**src/hw/rtl/bdpc_pkg.sv**
```systemverilog
`default_nettype none

package bdpc_pkg;

  // Configuration register file
  localparam int unsigned CFG_DATA_W = 16;
  localparam int unsigned CFG_IDX_W  = 1;

  localparam logic [CFG_IDX_W-1:0] REG_DEBOUNCE = 1'd0;
  localparam logic [CFG_IDX_W-1:0] REG_HOLD     = 1'd1;

  localparam logic [CFG_DATA_W-1:0] DEBOUNCE_RESET = 16'd50;
  localparam logic [CFG_DATA_W-1:0] HOLD_RESET     = 16'd750;

  localparam int unsigned COUNT_WIDTH_DEF = 16;

  // Press event codes
  localparam int unsigned EV_W = 2;

  localparam logic [EV_W-1:0] EV_NONE  = 2'd0;
  localparam logic [EV_W-1:0] EV_PUSH  = 2'd1;
  localparam logic [EV_W-1:0] EV_QUICK = 2'd2;
  localparam logic [EV_W-1:0] EV_HOLD  = 2'd3;

  typedef struct packed {
    logic [CFG_DATA_W-1:0] debounce_ticks;
    logic [CFG_DATA_W-1:0] hold_ticks;
  } cfg_t;

endpackage

`default_nettype wire

```
**src/hw/rtl/bdpc_if.sv**
```systemverilog
`default_nettype none

interface bdpc_in_if;
  logic valid;
  logic ready;
  logic button_level;

  modport source (output valid, output button_level, input ready);
  modport sink (input valid, input button_level, output ready);
endinterface

interface bdpc_out_if;
  logic                     valid;
  logic                     ready;
  logic [bdpc_pkg::EV_W-1:0] press_event;

  modport source (output valid, output press_event, input ready);
  modport sink (input valid, input press_event, output ready);
endinterface

`default_nettype wire

```
**src/hw/rtl/button_debounce_press_classifier_unit.sv**
```systemverilog
// Button debouncer with quick/hold press classification, one button per instance.
//
// in_ch carries one sampled button level per tick (1 = pressed); every accepted
// beat produces exactly one beat on out_ch with a press_event code:
// none, stable pressed, quick press released or hold press released.
// cfg_we/cfg_index/cfg_wdata write debounce_ticks (index 0) and hold_ticks
// (index 1); write them only while no beat is in flight.
//
// The settle/press counters, latch and event code are computed combinationally
// from the incoming beat in one pass and the code lands in the output register
// at the accepting edge. Throughput is one beat per cycle while the receiver
// takes results, bounded by the single output register.
// in_ch.ready stays high while the output register is empty or being taken
// in the same cycle; when the receiver stalls, the result holds and input
// is back-pressured.
// Synchronous reset (rst_n low) clears the counters, the pressed latch, the
// last level (released) and the output valid, and loads debounce_ticks = 50
// and hold_ticks = 750.
`default_nettype none

module button_debounce_press_classifier_unit #(
  parameter int unsigned COUNT_WIDTH = bdpc_pkg::COUNT_WIDTH_DEF
) (
  input  wire logic                              clk,
  input  wire logic                              rst_n,
  bdpc_in_if.sink                                in_ch,
  bdpc_out_if.source                             out_ch,
  input  wire logic                              cfg_we,
  input  wire logic [bdpc_pkg::CFG_IDX_W-1:0]    cfg_index,
  input  wire logic [bdpc_pkg::CFG_DATA_W-1:0]   cfg_wdata
);
  import bdpc_pkg::*;

  cfg_t            cfg_r;
  logic            out_valid_r;
  logic [EV_W-1:0] out_event_r;
  logic [EV_W-1:0] event_code;
  logic            in_ready;
  logic            step;

  assign in_ready     = !out_valid_r || out_ch.ready;
  assign step         = in_ch.valid && in_ready;
  assign in_ch.ready  = in_ready;
  assign out_ch.valid = out_valid_r;
  assign out_ch.press_event = out_event_r;

  always_ff @(posedge clk) begin
    if (!rst_n) begin
      cfg_r.debounce_ticks <= DEBOUNCE_RESET;
      cfg_r.hold_ticks     <= HOLD_RESET;
    end else if (cfg_we) begin
      unique case (cfg_index)
        REG_DEBOUNCE: cfg_r.debounce_ticks <= cfg_wdata;
        REG_HOLD:     cfg_r.hold_ticks     <= cfg_wdata;
        default: ;
      endcase
    end
  end

  bdpc_core #(
    .COUNT_WIDTH (COUNT_WIDTH)
  ) u_core (
    .clk        (clk),
    .rst_n      (rst_n),
    .step       (step),
    .level      (in_ch.button_level),
    .cfg        (cfg_r),
    .event_code (event_code)
  );

  // Load a fresh result on accept, drop valid once taken
  always_ff @(posedge clk) begin
    if (!rst_n) begin
      out_valid_r <= 1'b0;
    end else if (step) begin
      out_valid_r <= 1'b1;
    end else if (out_ch.ready) begin
      out_valid_r <= 1'b0;
    end
  end

  always_ff @(posedge clk) begin
    if (step) begin
      out_event_r <= event_code;
    end
  end

`ifndef ASSERT_OFF
  a_accept_gives_result: assert property (@(posedge clk) disable iff (!rst_n)
    in_ch.valid && in_ch.ready |=> out_ch.valid)
    else $error("accepted beat produced no result");

  a_no_overwrite: assert property (@(posedge clk) disable iff (!rst_n)
    out_ch.valid && !out_ch.ready |-> !in_ch.ready)
    else $error("input taken while a stalled result is pending");

  a_result_matches_core: assert property (@(posedge clk) disable iff (!rst_n)
    step |=> out_ch.press_event == $past(event_code))
    else $error("output register lost the computed event");
`endif

endmodule

`default_nettype wire

```
**src/hw/rtl/bdpc_core.sv**
```systemverilog
`default_nettype none

module bdpc_core #(
  parameter int unsigned COUNT_WIDTH = bdpc_pkg::COUNT_WIDTH_DEF
) (
  input  wire logic                          clk,
  input  wire logic                          rst_n,
  input  wire logic                          step,
  input  wire logic                          level,
  input  wire bdpc_pkg::cfg_t                cfg,
  output logic [bdpc_pkg::EV_W-1:0]          event_code
);
  import bdpc_pkg::*;

  localparam int unsigned CMP_W = (COUNT_WIDTH > CFG_DATA_W) ? COUNT_WIDTH : CFG_DATA_W;

  logic                   last_level_r;
  logic                   last_level_nxt;
  logic [COUNT_WIDTH-1:0] settle_count_r;
  logic [COUNT_WIDTH-1:0] settle_count_nxt;
  logic [COUNT_WIDTH-1:0] press_count_r;
  logic [COUNT_WIDTH-1:0] press_count_nxt;
  logic                   latch_r;
  logic                   latch_nxt;

  logic [COUNT_WIDTH-1:0] press_sat;
  logic                   stable;

  always_comb begin
    press_sat = (press_count_r == {COUNT_WIDTH{1'b1}}) ? press_count_r
                : press_count_r + COUNT_WIDTH'(1);

    // A level change restarts the settle timer; otherwise advance, saturating
    if (level != last_level_r) begin
      settle_count_nxt = '0;
    end else if (settle_count_r == {COUNT_WIDTH{1'b1}}) begin
      settle_count_nxt = settle_count_r;
    end else begin
      settle_count_nxt = settle_count_r + COUNT_WIDTH'(1);
    end

    stable = CMP_W'(settle_count_nxt) >= CMP_W'(cfg.debounce_ticks);

    press_count_nxt = press_sat;
    latch_nxt       = latch_r;
    last_level_nxt  = level;
    event_code      = EV_NONE;

    if (stable && level) begin
      if (!latch_r) begin
        press_count_nxt = '0;
        latch_nxt       = 1'b1;
      end
      event_code = EV_PUSH;
    end else if (stable && latch_r) begin
      event_code = (CMP_W'(press_sat) >= CMP_W'(cfg.hold_ticks)) ? EV_HOLD : EV_QUICK;
      latch_nxt  = 1'b0;
    end
  end

  always_ff @(posedge clk) begin
    if (!rst_n) begin
      last_level_r   <= 1'b0;
      settle_count_r <= '0;
      press_count_r  <= '0;
      latch_r        <= 1'b0;
    end else if (step) begin
      last_level_r   <= last_level_nxt;
      settle_count_r <= settle_count_nxt;
      press_count_r  <= press_count_nxt;
      latch_r        <= latch_nxt;
    end
  end

`ifndef ASSERT_OFF
  a_release_needs_latch: assert property (@(posedge clk) disable iff (!rst_n)
    step && (event_code == EV_QUICK || event_code == EV_HOLD) |-> latch_r)
    else $error("release reported without a latched press");

  a_release_clears_latch: assert property (@(posedge clk) disable iff (!rst_n)
    step && (event_code == EV_QUICK || event_code == EV_HOLD) |=> !latch_r)
    else $error("latch not cleared after release");

  a_push_sets_latch: assert property (@(posedge clk) disable iff (!rst_n)
    step && event_code == EV_PUSH |=> latch_r && last_level_r)
    else $error("latch not set after stable press");
`endif

endmodule

`default_nettype wire
```
**src/flat_wrapper.sv**
```systemverilog
// flat-port wrapper written by rule: the top's interface ports become plain ports
module button_debounce_press_classifier_unit_flat import bdpc_pkg::*;
#(
  parameter int unsigned COUNT_WIDTH = bdpc_pkg::COUNT_WIDTH_DEF
)
  (clk, rst_n, cfg_we, cfg_index, cfg_wdata, in_ch_valid, in_ch_button_level, in_ch_ready, out_ch_valid, out_ch_press_event, out_ch_ready);
  bdpc_in_if in_ch_i ();
  bdpc_out_if out_ch_i ();
  input  wire logic clk;
  input  wire logic rst_n;
  input  wire logic cfg_we;
  input  wire logic [bdpc_pkg::CFG_IDX_W-1:0] cfg_index;
  input  wire logic [bdpc_pkg::CFG_DATA_W-1:0] cfg_wdata;
  input wire logic [$bits(in_ch_i.valid)-1:0] in_ch_valid;
  input wire logic [$bits(in_ch_i.button_level)-1:0] in_ch_button_level;
  output wire logic [$bits(in_ch_i.ready)-1:0] in_ch_ready;
  output wire logic [$bits(out_ch_i.valid)-1:0] out_ch_valid;
  output wire logic [$bits(out_ch_i.press_event)-1:0] out_ch_press_event;
  input wire logic [$bits(out_ch_i.ready)-1:0] out_ch_ready;
  assign in_ch_i.valid = in_ch_valid;
  assign in_ch_i.button_level = in_ch_button_level;
  assign in_ch_ready = in_ch_i.ready;
  assign out_ch_valid = out_ch_i.valid;
  assign out_ch_press_event = out_ch_i.press_event;
  assign out_ch_i.ready = out_ch_ready;
  button_debounce_press_classifier_unit #(.COUNT_WIDTH(COUNT_WIDTH)) u_core (.clk(clk), .rst_n(rst_n), .in_ch(in_ch_i), .out_ch(out_ch_i), .cfg_we(cfg_we), .cfg_index(cfg_index), .cfg_wdata(cfg_wdata));
endmodule
```
**config.mk**
```make
export PLATFORM = sky130hd
export DESIGN_NAME = button_debounce_press_classifier_unit_flat
export DESIGN_NICKNAME = d
export VERILOG_FILES = /design/src/hw/rtl/bdpc_pkg.sv /design/src/hw/rtl/bdpc_if.sv /design/src/hw/rtl/button_debounce_press_classifier_unit.sv /design/src/hw/rtl/bdpc_core.sv /design/src/flat_wrapper.sv
export SDC_FILE = /design/constraint.sdc
export NUM_CORES = 1
export LEC_CHECK = 0
export ABC_AREA = 1
export ABC_CLOCK_PERIOD_IN_PS = 3640
export CAP_MARGIN = 40
export CORE_MARGIN = 4
export CORE_UTILIZATION = 30
export DETAILED_ROUTE_END_ITERATION = 8
export DONT_BUFFER_PORTS = 1
export PLACE_DENSITY = 0.55
export SYNTH_ARGS = -nofsm -noshare
export SYNTH_HDL_FRONTEND = slang
export SYNTH_SLANG_ARGS = --single-unit
```
**constraint.sdc**
```tcl
create_clock -name clk -period 3.64 [get_ports clk]
set_input_delay 0.728 -clock clk [delete_from_list [all_inputs] [get_ports clk]]
set_output_delay 0.728 -clock clk [all_outputs]
set_load 0.05 [all_outputs]
```
-- Yosys cells after proc, flatten, opt, wreduce, memory -nomap -nowiden
Cells that the tools add are included.
- register bits: 69
- input port bits: 23
- output and inout port bits: 4
- word-level logic and storage cells: 40
- add/sub/neg operators: 2
- $lt $le $gt $ge: 2
- eq/ne operators: 3
- mux-type cells: 11
- bitwise gates (word level): 2
- reduce and logical (&&, ||, !) cells: 11
- operator list (operator ; count):
    $mux W16 ; 5
    $add A16 B1 Y16 const B ; 2
    $eq A16 B16 Y1 const B ; 2
    $ge A16 B16 Y1 ; 2
    $mux W1 ; 6
    $reduce_and A2 Y1 ; 3
    $reduce_bool A2 Y1 ; 2
    $logic_and A1 B1 Y1 ; 3
    $not A1 Y1 ; 2
    $reduce_or A2 Y1 ; 1
    $logic_not A1 Y1 ; 1
    $logic_or A1 B1 Y1 ; 1
    $ne A1 B1 Y1 ; 1

-- Longest topological paths before layout
Gate-level depths: netlist of the first run.
- word-level depth: 7
- mapped depth: 26
- depth with buffers taken out: 25

-- By module
From an unflattened synthesis of the first run, not the netlist that was laid out.
- cells, all modules: 666
- area total of the unflattened synthesis: 4453.0 µm²
- modules (own cells, without submodules) (module ; instances ; cells an instance ; area each (µm²) ; seq. area each (µm²)):
    bdpc_core ; 1 ; 489 ; 3059.2 ; 680.7
    button_debounce_press_classifier_unit ; 1 ; 177 ; 1393.8 ; 720.7

-- Worst setup path after synthesis of the first run
No wires, ideal clock.
- path kind: reg2reg
- start point: register u_core.u_core.settle_count_r[0]
- end point: register u_core.u_core.press_count_r[11]
- library setup time: 0.136 ns
- arrival: 2.525 ns
- required time: 3.504 ns
- setup slack: 0.978 ns
- stages on the path, launching flop included: 27
- buffers on the path: 2
- clock period less this slack: 2.662 ns
- cells stage by stage: dfxtp_1 ha_1 nand2_1 inv_1 nand2_1 inv_2 nand2_2 nor2_4 nand2_2 buf_6 nand2_1 nand2_1 nand3_1 inv_1 ha_1 nand2_1 inv_1 nand2_1 nor2_1 nor2_1 nand2_1 nand2_1 nand2_1 nand3_4 buf_4 nand2_1 a21oi_2
- word-level cells in the longest chain between the ends: 6
- elaborated cells between the ends (all ways): 7
- classes of those cells: add/sub (1); order compare (1); eq/ne (1); mux (3); reduce/logical (1)
- RTL lines (element ; line ; RTL):
    start, declared ; bdpc_core.sv:19 ; logic [COUNT_WIDTH-1:0] settle_count_r;
    start signal, assigned ; bdpc_core.sv:69 ; settle_count_r <= settle_count_nxt;
    $add A16 B1 Y16 or $eq A16 B16 Y1 (tied branches) ; bdpc_core.sv:39, bdpc_core.sv:36 ;
    $mux W16 (*) ; bdpc_core.sv:36 ; end else if (settle_count_r == {COUNT_WIDTH{1'b1}}) begin
    $mux W16 (*) ; bdpc_core.sv:34 ; if (level != last_level_r) begin
    net u_core.u_core.settle_count_nxt[5] ; bdpc_core.sv:20 ; logic [COUNT_WIDTH-1:0] settle_count_nxt;
    $ge A16 B16 Y1 (*) ; bdpc_core.sv:42 ; stable = CMP_W'(settle_count_nxt) >= CMP_W'(cfg.debounce_ticks);
    $logic_and A1 B1 Y1 (*) ; bdpc_core.sv:49 ; if (stable && level) begin
    $mux W16 (*) ; bdpc_core.sv:49 ;
    end signal, assigned ; bdpc_core.sv:70 ; press_count_r <= press_count_nxt;
    end, declared ; bdpc_core.sv:21 ; logic [COUNT_WIDTH-1:0] press_count_r;
The timed path passes the listed nets; every way through them passes the cells marked *.
A chain may end at the register's enable or synchronous reset.

-- Final worst setup path of the first run
- start point: register u_core.u_core.settle_count_r[0]
- end point: register u_core.u_core.press_count_r[14]
Same word-level chain as after synthesis.

==> run metrics, run 1 <==
outcome completed; Num CTS Buffers 9; placed instance count 796; CTS tree built; sequential-to-total area share from yosys stat 0.324; TritonCTS Sinks 69; Nets 684; HP Class reg -> reg; pwr dens 401 mW/mm²; most used cell, CP nand2_1; top cell type's share of synthesized area 0.310; RSZ-0062 raised after global routing no; Critical Path AT 3.24 ns; Worst EP required 3.84 ns; layout cells sized above 1 0.0759; syn avg cell area 6.84 µm²; Finish-stage setup viols 0; Mapped Area 0.00432 mm²; first-pass GRT wire length 17500 µm; die height 128 µm; Final Non-Filler Cells 812; Ports 27; Final Max Tran Viols 0; Worst-Margin Slew 0.667 ns; number of library cell types mapped by synthesis 36; Synth area leader dfxtp_1; critical path endpoint category register; vias 3854; Final Skew 0.00810 ns; max incr delay on CP 0.38 ns; number of post-CTS setup repair buffers 0; Syn. warnings 0; Post-Syn Instances 632; Peak VDD IR 0.251 mV; Die Area 0.0164 mm²; Hold Path Origin u_core.cfg_r[24]$_SDFFE_PN0P_; per-cell routed wire length 12.5 µm; Area contributors post-synth dfxtp_1 (31%), nand2_1 (13%), ha_1 (9.8%), a21oi_1 (8.3%), inv_1 (7.8%); critical-path cell with the highest stage delay dfxtp_1; GRT overflow 0; Post-CTS Resized 0; CTS Hold Bufs 0; Leak 2.24 nW; CTS root buf clkbuf_16; PortBufs 0; worst-skew pair later-pin latency 0.34 ns; initial antenna violation count 0; setup slack after layout 0.598 ns; Clock Path Buffers 2; CP top delay family simple AND/OR/NAND/NOR gates; asr flop ratio synth 0; number of synthesized flops with an enable pin 2; post-layout util 0.343; period utilization 0.836; Initial DRC Count 204; clock slew at reported path FFs 0.06 ns; worst r2r src u_core.u_core.settle_count_r[0]$_SDFFE_PN0P_; DRT Pass-1 Iters 5; final weighted congestion in routability-driven placement 0.827; row cnt 43; Crit. Startpoint u_core.u_core.settle_count_r[0]$_SDFFE_PN0P_; chip width 128 µm; fillers 1504; crit-path cells ha_1 > nand2_1 > inv_1 > nand2_1 > inv_2 > nand2_2 > nor2_4 > nand2_2 > nand2_1 > nand2_1 > nand3_1 > inv_1 > ha_1 > nand2_1 > inv_1 > nand2_1 > nor2_1 > nor2_1 > nand2_1 > nand2_1 > nand2_1 > nand3_4 > nand2_1 > a21oi_2; DR DRC count 0; critical path depth in cells 24; Tmin final 3.04 ns; reg2reg setup slack 0.60 ns; starting density of the core 0.309; ys flop type dfxtp_1; CP Max Fanout 16; vias in the first global route 3658; final WL 10200 µm; Achievable Freq 329 MHz; Post-Place Worst Slack 0.585 ns; antenna cell count 0; CP bufs+invs 4; gr usage total 0.131; Hold Vio Cnt, Final 0; Crit Path Category reg -> reg; antenna viol nets, final 0; largest net degree at the start of global routing 51; Rel. slew slack 0.555; post-DR vias/cell 4.75; Synth Net Count 689; Layout area overhead 10.9%; R2R depth 24; core box area 0.0140 mm²; top-count cell post-synth nand2_1; top cells by count, synth nand2_1 (146), inv_1 (90), a21oi_1 (72), dfxtp_1 (67), o21ai_0 (52); post-synthesis register bit count 69; post-DP HPWL 7550 µm; TNS Setup 0 ns; CP Launch Type register; H-tree lvl count 3; Max-Cap Viols 0; worst hold slack 0.459 ns; Worst Hold Depth 2
sequential cells by signal, indices dropped and copies added, names as in the netlist:
register                      cells
u_core.cfg_r                     32
u_core.out_ch.press_event         2
u_core.u_core.last_level_r        1
u_core.u_core.latch_r             1
u_core.u_core.settle_count_r     16
u_core.out_ch.valid               1
u_core.u_core.press_count_r      16
metrics by stage:
| step | instance area (µm²) | power [W] |
|---|---|---|
| 6_report | 4790 | 0.00192 |
| 5_1_grt | 4790 | 0.00203 |
| 4_1_cts | 4790 | 0.00195 |
| 3_5_place_dp | 4510 | 0.00109 |
| 3_3_place_gp | 4480 | 0.00108 |
| 2_1_floorplan | 4320 | 0.00104 |
routing by layer:
| layer | global-route usage | vias to the layer above | wire, µm |
|---|---|---|---|
| met1 | 0.180 | 1761 | 5250 |
| met5 | 0 | - | 0 |
| met2 | 0.194 | 53 | 4270 |
| li1 | - | 2033 | - |
| met3 | 0.0375 | 7 | 518 |
| met4 | 0.0543 | 0 | 131 |
area by class of cell:
class / instances / area [µm²] / share of cell area
flip-flops and latches: 69 / 1400 / 0.292
clock inverters: 5 / 33.8 / 0.00705
clock buffers: 11 / 254 / 0.0530
inverters: 98 / 370 / 0.0773
well taps: 180 / 225 / 0.0470
repair buffers: 5 / 57.6 / 0.0120
multi-input cells: 444 / 2450 / 0.511
cell usage in the layout (no fill, tap or decap), types with 2 or more instances in the layout:
cell | netlist | routed
nor2_1 | 40 | 40
nand3_1 | 30 | 30
clkinv_1 | 2 | 2
xnor2_1 | 6 | 6
nor2_4 | 3 | 3
or2_2 | 2 | 2
or2_1 | 2 | 2
nor3_1 | 6 | 6
ha_1 | 34 | 34
and2_1 | 2 | 2
o211ai_1 | 11 | 11
a21oi_1 | 72 | 72
inv_1 | 90 | 90
dfxtp_1 | 67 | 67
a21oi_2 | 10 | 10
clkinv_2 | 0 | 2
nand2_2 | 3 | 3
nand4_1 | 7 | 7
nand2_1 | 146 | 146
buf_4 | 1 | 4
xor2_1 | 10 | 10
o21ai_0 | 52 | 52
clkinvlp_4 | 0 | 2
edfxtp_1 | 2 | 2
clkbuf_16 | 0 | 10
inv_2 | 5 | 5
worst min-delay path, delay by kind of cell, from the launching register on:
| family | cells | cell delay, ns |
|---|---|---|
| buffers and inverters | 1 | 0.06 |
| DFF | 1 | 0.29 |
| AOI/OAI and AO/OA | 1 | 0.06 |
kinds of logic after synthesis:
group	share of synthesized area
adder cells (fa/ha/maj)	0.0984
AO/OA/AOI/OAI	0.188
AND/OR/NAND/NOR	0.249
flip-flops	0.324
XOR/XNOR	0.0324
buffers and inverters	0.109
report_power, final:
part / total (W) / internal [W] / switching (W)
clock network: 0.000850 / 0.000502 / 0.000348
registers: 0.000838 / 0.000802 / 0.0000361
logic: 0.000235 / 0.0000853 / 0.000150
path summary, 6_finish.rpt:
path | end
min | u_core.cfg_r[24]$_SDFFE_PN0P_
min reg2reg | u_core.cfg_r[24]$_SDFFE_PN0P_
max reg2reg | u_core.u_core.press_count_r[14]$_SDFFE_PN0P_
max | u_core.u_core.press_count_r[14]$_SDFFE_PN0P_
(Power assumes the default switching activity.)
==> run 2: changes to the inputs <==
ABC_CLOCK_PERIOD_IN_PS = 2800   (was 3640)
clock period = 2.8 ns   (was 3.64 ns; I/O delays follow)
==> run 2 against run 1 <==
Against the previous run: non-clock buffer count grew 24; hold slack worse by 0.14 ns; maximum frequency grew 11%; combinational power up 59%; setup slack worse by 0.53 ns; largest cell class unchanged; highest routed layer unchanged.
==> run metrics, run 2 (same netlist as run 1, synthesis figures left out) <==
Final Max Tran Viols 0 (unchanged); Largest Register u_core.cfg_r; period utilization 0.977 (+0.142); Final Non-Filler Cells 838 (+3.2%); critical path endpoint category register; first-pass GRT wire length 18200 µm (+3.9%); Hold Vio Cnt, Final 0 (unchanged); Peak VDD IR 0.325 mV (+29%); reg2reg setup slack 0.06 ns (-0.53 ns); end of the worst hold path u_core.cfg_r[5]$_SDFFE_PN1P_; pwr dens 525 mW/mm² (+31%); Layout area overhead 20.8%; clock slew at reported path FFs 0.06 ns (about the same); CTS tree built; Final Skew 0.00803 ns (-0.0000678 ns); Clock Path Buffers 2 (unchanged); Hold Path Origin rst_n; CTS Hold Bufs 0 (unchanged); Finish-stage setup viols 0 (unchanged); post-layout util 0.373 (+0.0305); CP Launch Type register; worst r2r src u_core.u_core.settle_count_r[1]$_SDFFE_PN0P_; outcome completed; Leak 2.41 nW (+7.9%); vias in the first global route 3833 (+4.8%); DRT Pass-1 Iters 5 (unchanged); design area 0.00522 mm² (+8.9%); GRT overflow 0 (unchanged); total power 0.00274 W (+43%); row cnt 43 (unchanged); Crit Path Category reg -> reg; Worst Hold Depth 1 (-1); Achievable Freq 365 MHz (+11%); RSZ-0062 raised after global routing yes; Cell Area, Placed 0.00464 mm² (+2.9%); layout cells sized above 1 0.193 (+0.117); largest net degree at the start of global routing 51 (unchanged); R2R depth 20 (-17%); H-tree lvl count 3 (unchanged); Initial DRC Count 265 (+30%); CP Max Fanout 8 (-8); Die Area 0.0164 mm² (unchanged); CTS root buf clkbuf_16; Tmin final 2.74 ns (-0.305 ns); Worst-Margin Slew 0.714 ns (+0.0466 ns); antenna cell count 0 (unchanged); commonest cells after routing, fill and taps aside nand2_1 (122), inv_1 (87), a21oi_1 (64); PortBufs 0 (unchanged); RR Endpoint u_core.u_core.press_count_r[2]$_SDFFE_PN0P_; number of flip-flops in the largest register 32 (unchanged); Num CTS Buffers 9 (unchanged); die height 128 µm (unchanged); starting density of the core 0.309 (unchanged); per-cell routed wire length 13.3 µm (+6.0%); chip width 128 µm (unchanged); TritonCTS Sinks 69 (unchanged); core box area 0.0140 mm² (unchanged); most common cell after layout, fill and taps aside nand2_1; initial antenna violation count 0 (unchanged); post-DR vias/cell 4.77 (+0.52%); final weighted congestion in routability-driven placement 0.841 (+1.7%); antenna viol nets, final 0 (unchanged); Critical Path AT 2.93 ns (-0.31 ns); Ports 27 (unchanged); HP Class in -> reg; final WL 11100 µm (+9.4%); post-DP HPWL 7910 µm (+4.8%); worst-skew pair later-pin latency 0.34 ns (about the same); Nets 710 (+3.8%); placed instance count 816 (+2.5%); Max-Cap Viols 0 (unchanged); Rel. slew slack 0.524 (-0.0311); vias 3998 (+3.7%); Worst EP required 3.00 ns (-0.84 ns); largest registers u_core.cfg_r (32), u_core.u_core.press_count_r (16), u_core.u_core.settle_count_r (16); DR DRC count 0 (unchanged); gr usage total 0.137 (+0.00534)
[run 2: changes by cell type in the layout (fill, tap and decap cells not counted), moves of 3 or more]
cell	previous run	this run
dfxtp_2	0	6
nand2_1	146	122
buf_4	4	29
inv_2	5	8
a21oi_1	72	64
ha_1	34	28
nand2_4	1	4
nand2_2	3	25
o21ai_1	1	4
dfxtp_1	67	60
o21ai_0	52	49
a21oi_2	10	18
ha_4	0	5
inv_1	90	87
[run 2: stage by stage]
step | TNS [ns] | setup slack [ns] | hold slack [ns]
final | 0 | 0.0634 | 0.323
after global routing | -2.63 | -0.183 | 0.318
after CTS | 0 | 0.0108 | 0.317
after detailed placement | -2.19 | -0.146 | 0.451
after global placement | -1.58 | -0.107 | 0.441
after floorplan | 0 | 0.138 | 0.433
[run 2: power by group]
| group | leakage (nW) | internal (W) | switching, W |
|---|---|---|---|
| Sequential | 0.573 | 0.00104 | 0.0000465 |
| Combinational | 1.68 | 0.000139 | 0.000235 |
| Clock | 0.162 | 0.000830 | 0.000446 |
| Total | 2.41 | 0.00201 | 0.000727 |
[run 2: repair_timing]
action / 4_1_cts / 5_1_grt
gates resized for setup: 7 / 54
buffers inserted: 0 / 4
pin swaps: 1 / 23
cloned: 1 / 1
endpoints found under the setup margin: 17 / 19
[run 2: worst max-delay path by stage]
| stage | cells after the start | slack [ns] | end | from |
|---|---|---|---|---|
| floorplan | 26 | 0.14 | u_core.u_core.press_count_r[11]$_SDFFE_PN0P_ | u_core.u_core.settle_count_r[0]$_SDFFE_PN0P_ |
| global placement | 20 | -0.11 | u_core.u_core.press_count_r[13]$_SDFFE_PN0P_ | u_core.u_core.settle_count_r[0]$_SDFFE_PN0P_ |
| detailed placement | 24 | -0.15 | u_core.u_core.press_count_r[15]$_SDFFE_PN0P_ | u_core.u_core.settle_count_r[1]$_SDFFE_PN0P_ |
| CTS | 24 | 0.01 | u_core.u_core.press_count_r[2]$_SDFFE_PN0P_ | u_core.u_core.settle_count_r[1]$_SDFFE_PN0P_ |
| global route | 20 | -0.18 | u_core.u_core.press_count_r[5]$_SDFFE_PN0P_ | u_core.u_core.settle_count_r[1]$_SDFFE_PN0P_ |
| finish | 20 | 0.06 | u_core.u_core.press_count_r[2]$_SDFFE_PN0P_ | u_core.u_core.settle_count_r[1]$_SDFFE_PN0P_ |
[run 2: layout make-up]
type                       instances  area, µm²
tap                              180        225
sequential                        69       1410
multi-input combinational        446       2660
fill                            1485       8770
clock buffer                      11        253
timing repair buffer              29        218
clock inverter                     5       81.3
inverter                          98        370
[run 2: critical path, cell delays in order (launching register included)]
cell      delay (ns)
dfxtp_4         0.36
ha_4            0.14
nand2_2         0.05
inv_2           0.05
nand2_2         0.05
inv_2           0.06
nand2_2         0.06
nor2_4          0.19
nand2_4         0.10
o211ai_1        0.25
inv_1           0.11
ha_4            0.29
nand4_1         0.09
nor2_1          0.11
nor2_1          0.06
nand2_2         0.09
nand2_2         0.07
nand2_4         0.13
nand3_4         0.17
nand2_2         0.12
a21oi_2         0.05
[run 2: per-layer routing]
layer | track usage | wire, µm | part of all wire | up-vias
met5 | 0 | 0 | 0 | -
met3 | 0.0338 | 629 | 0.057 | 12
met4 | 0.0593 | 180 | 0.016 | 0
met1 | 0.185 | 5440 | 0.49 | 1811
li1 | - | - | - | 2092
met2 | 0.206 | 4870 | 0.44 | 83
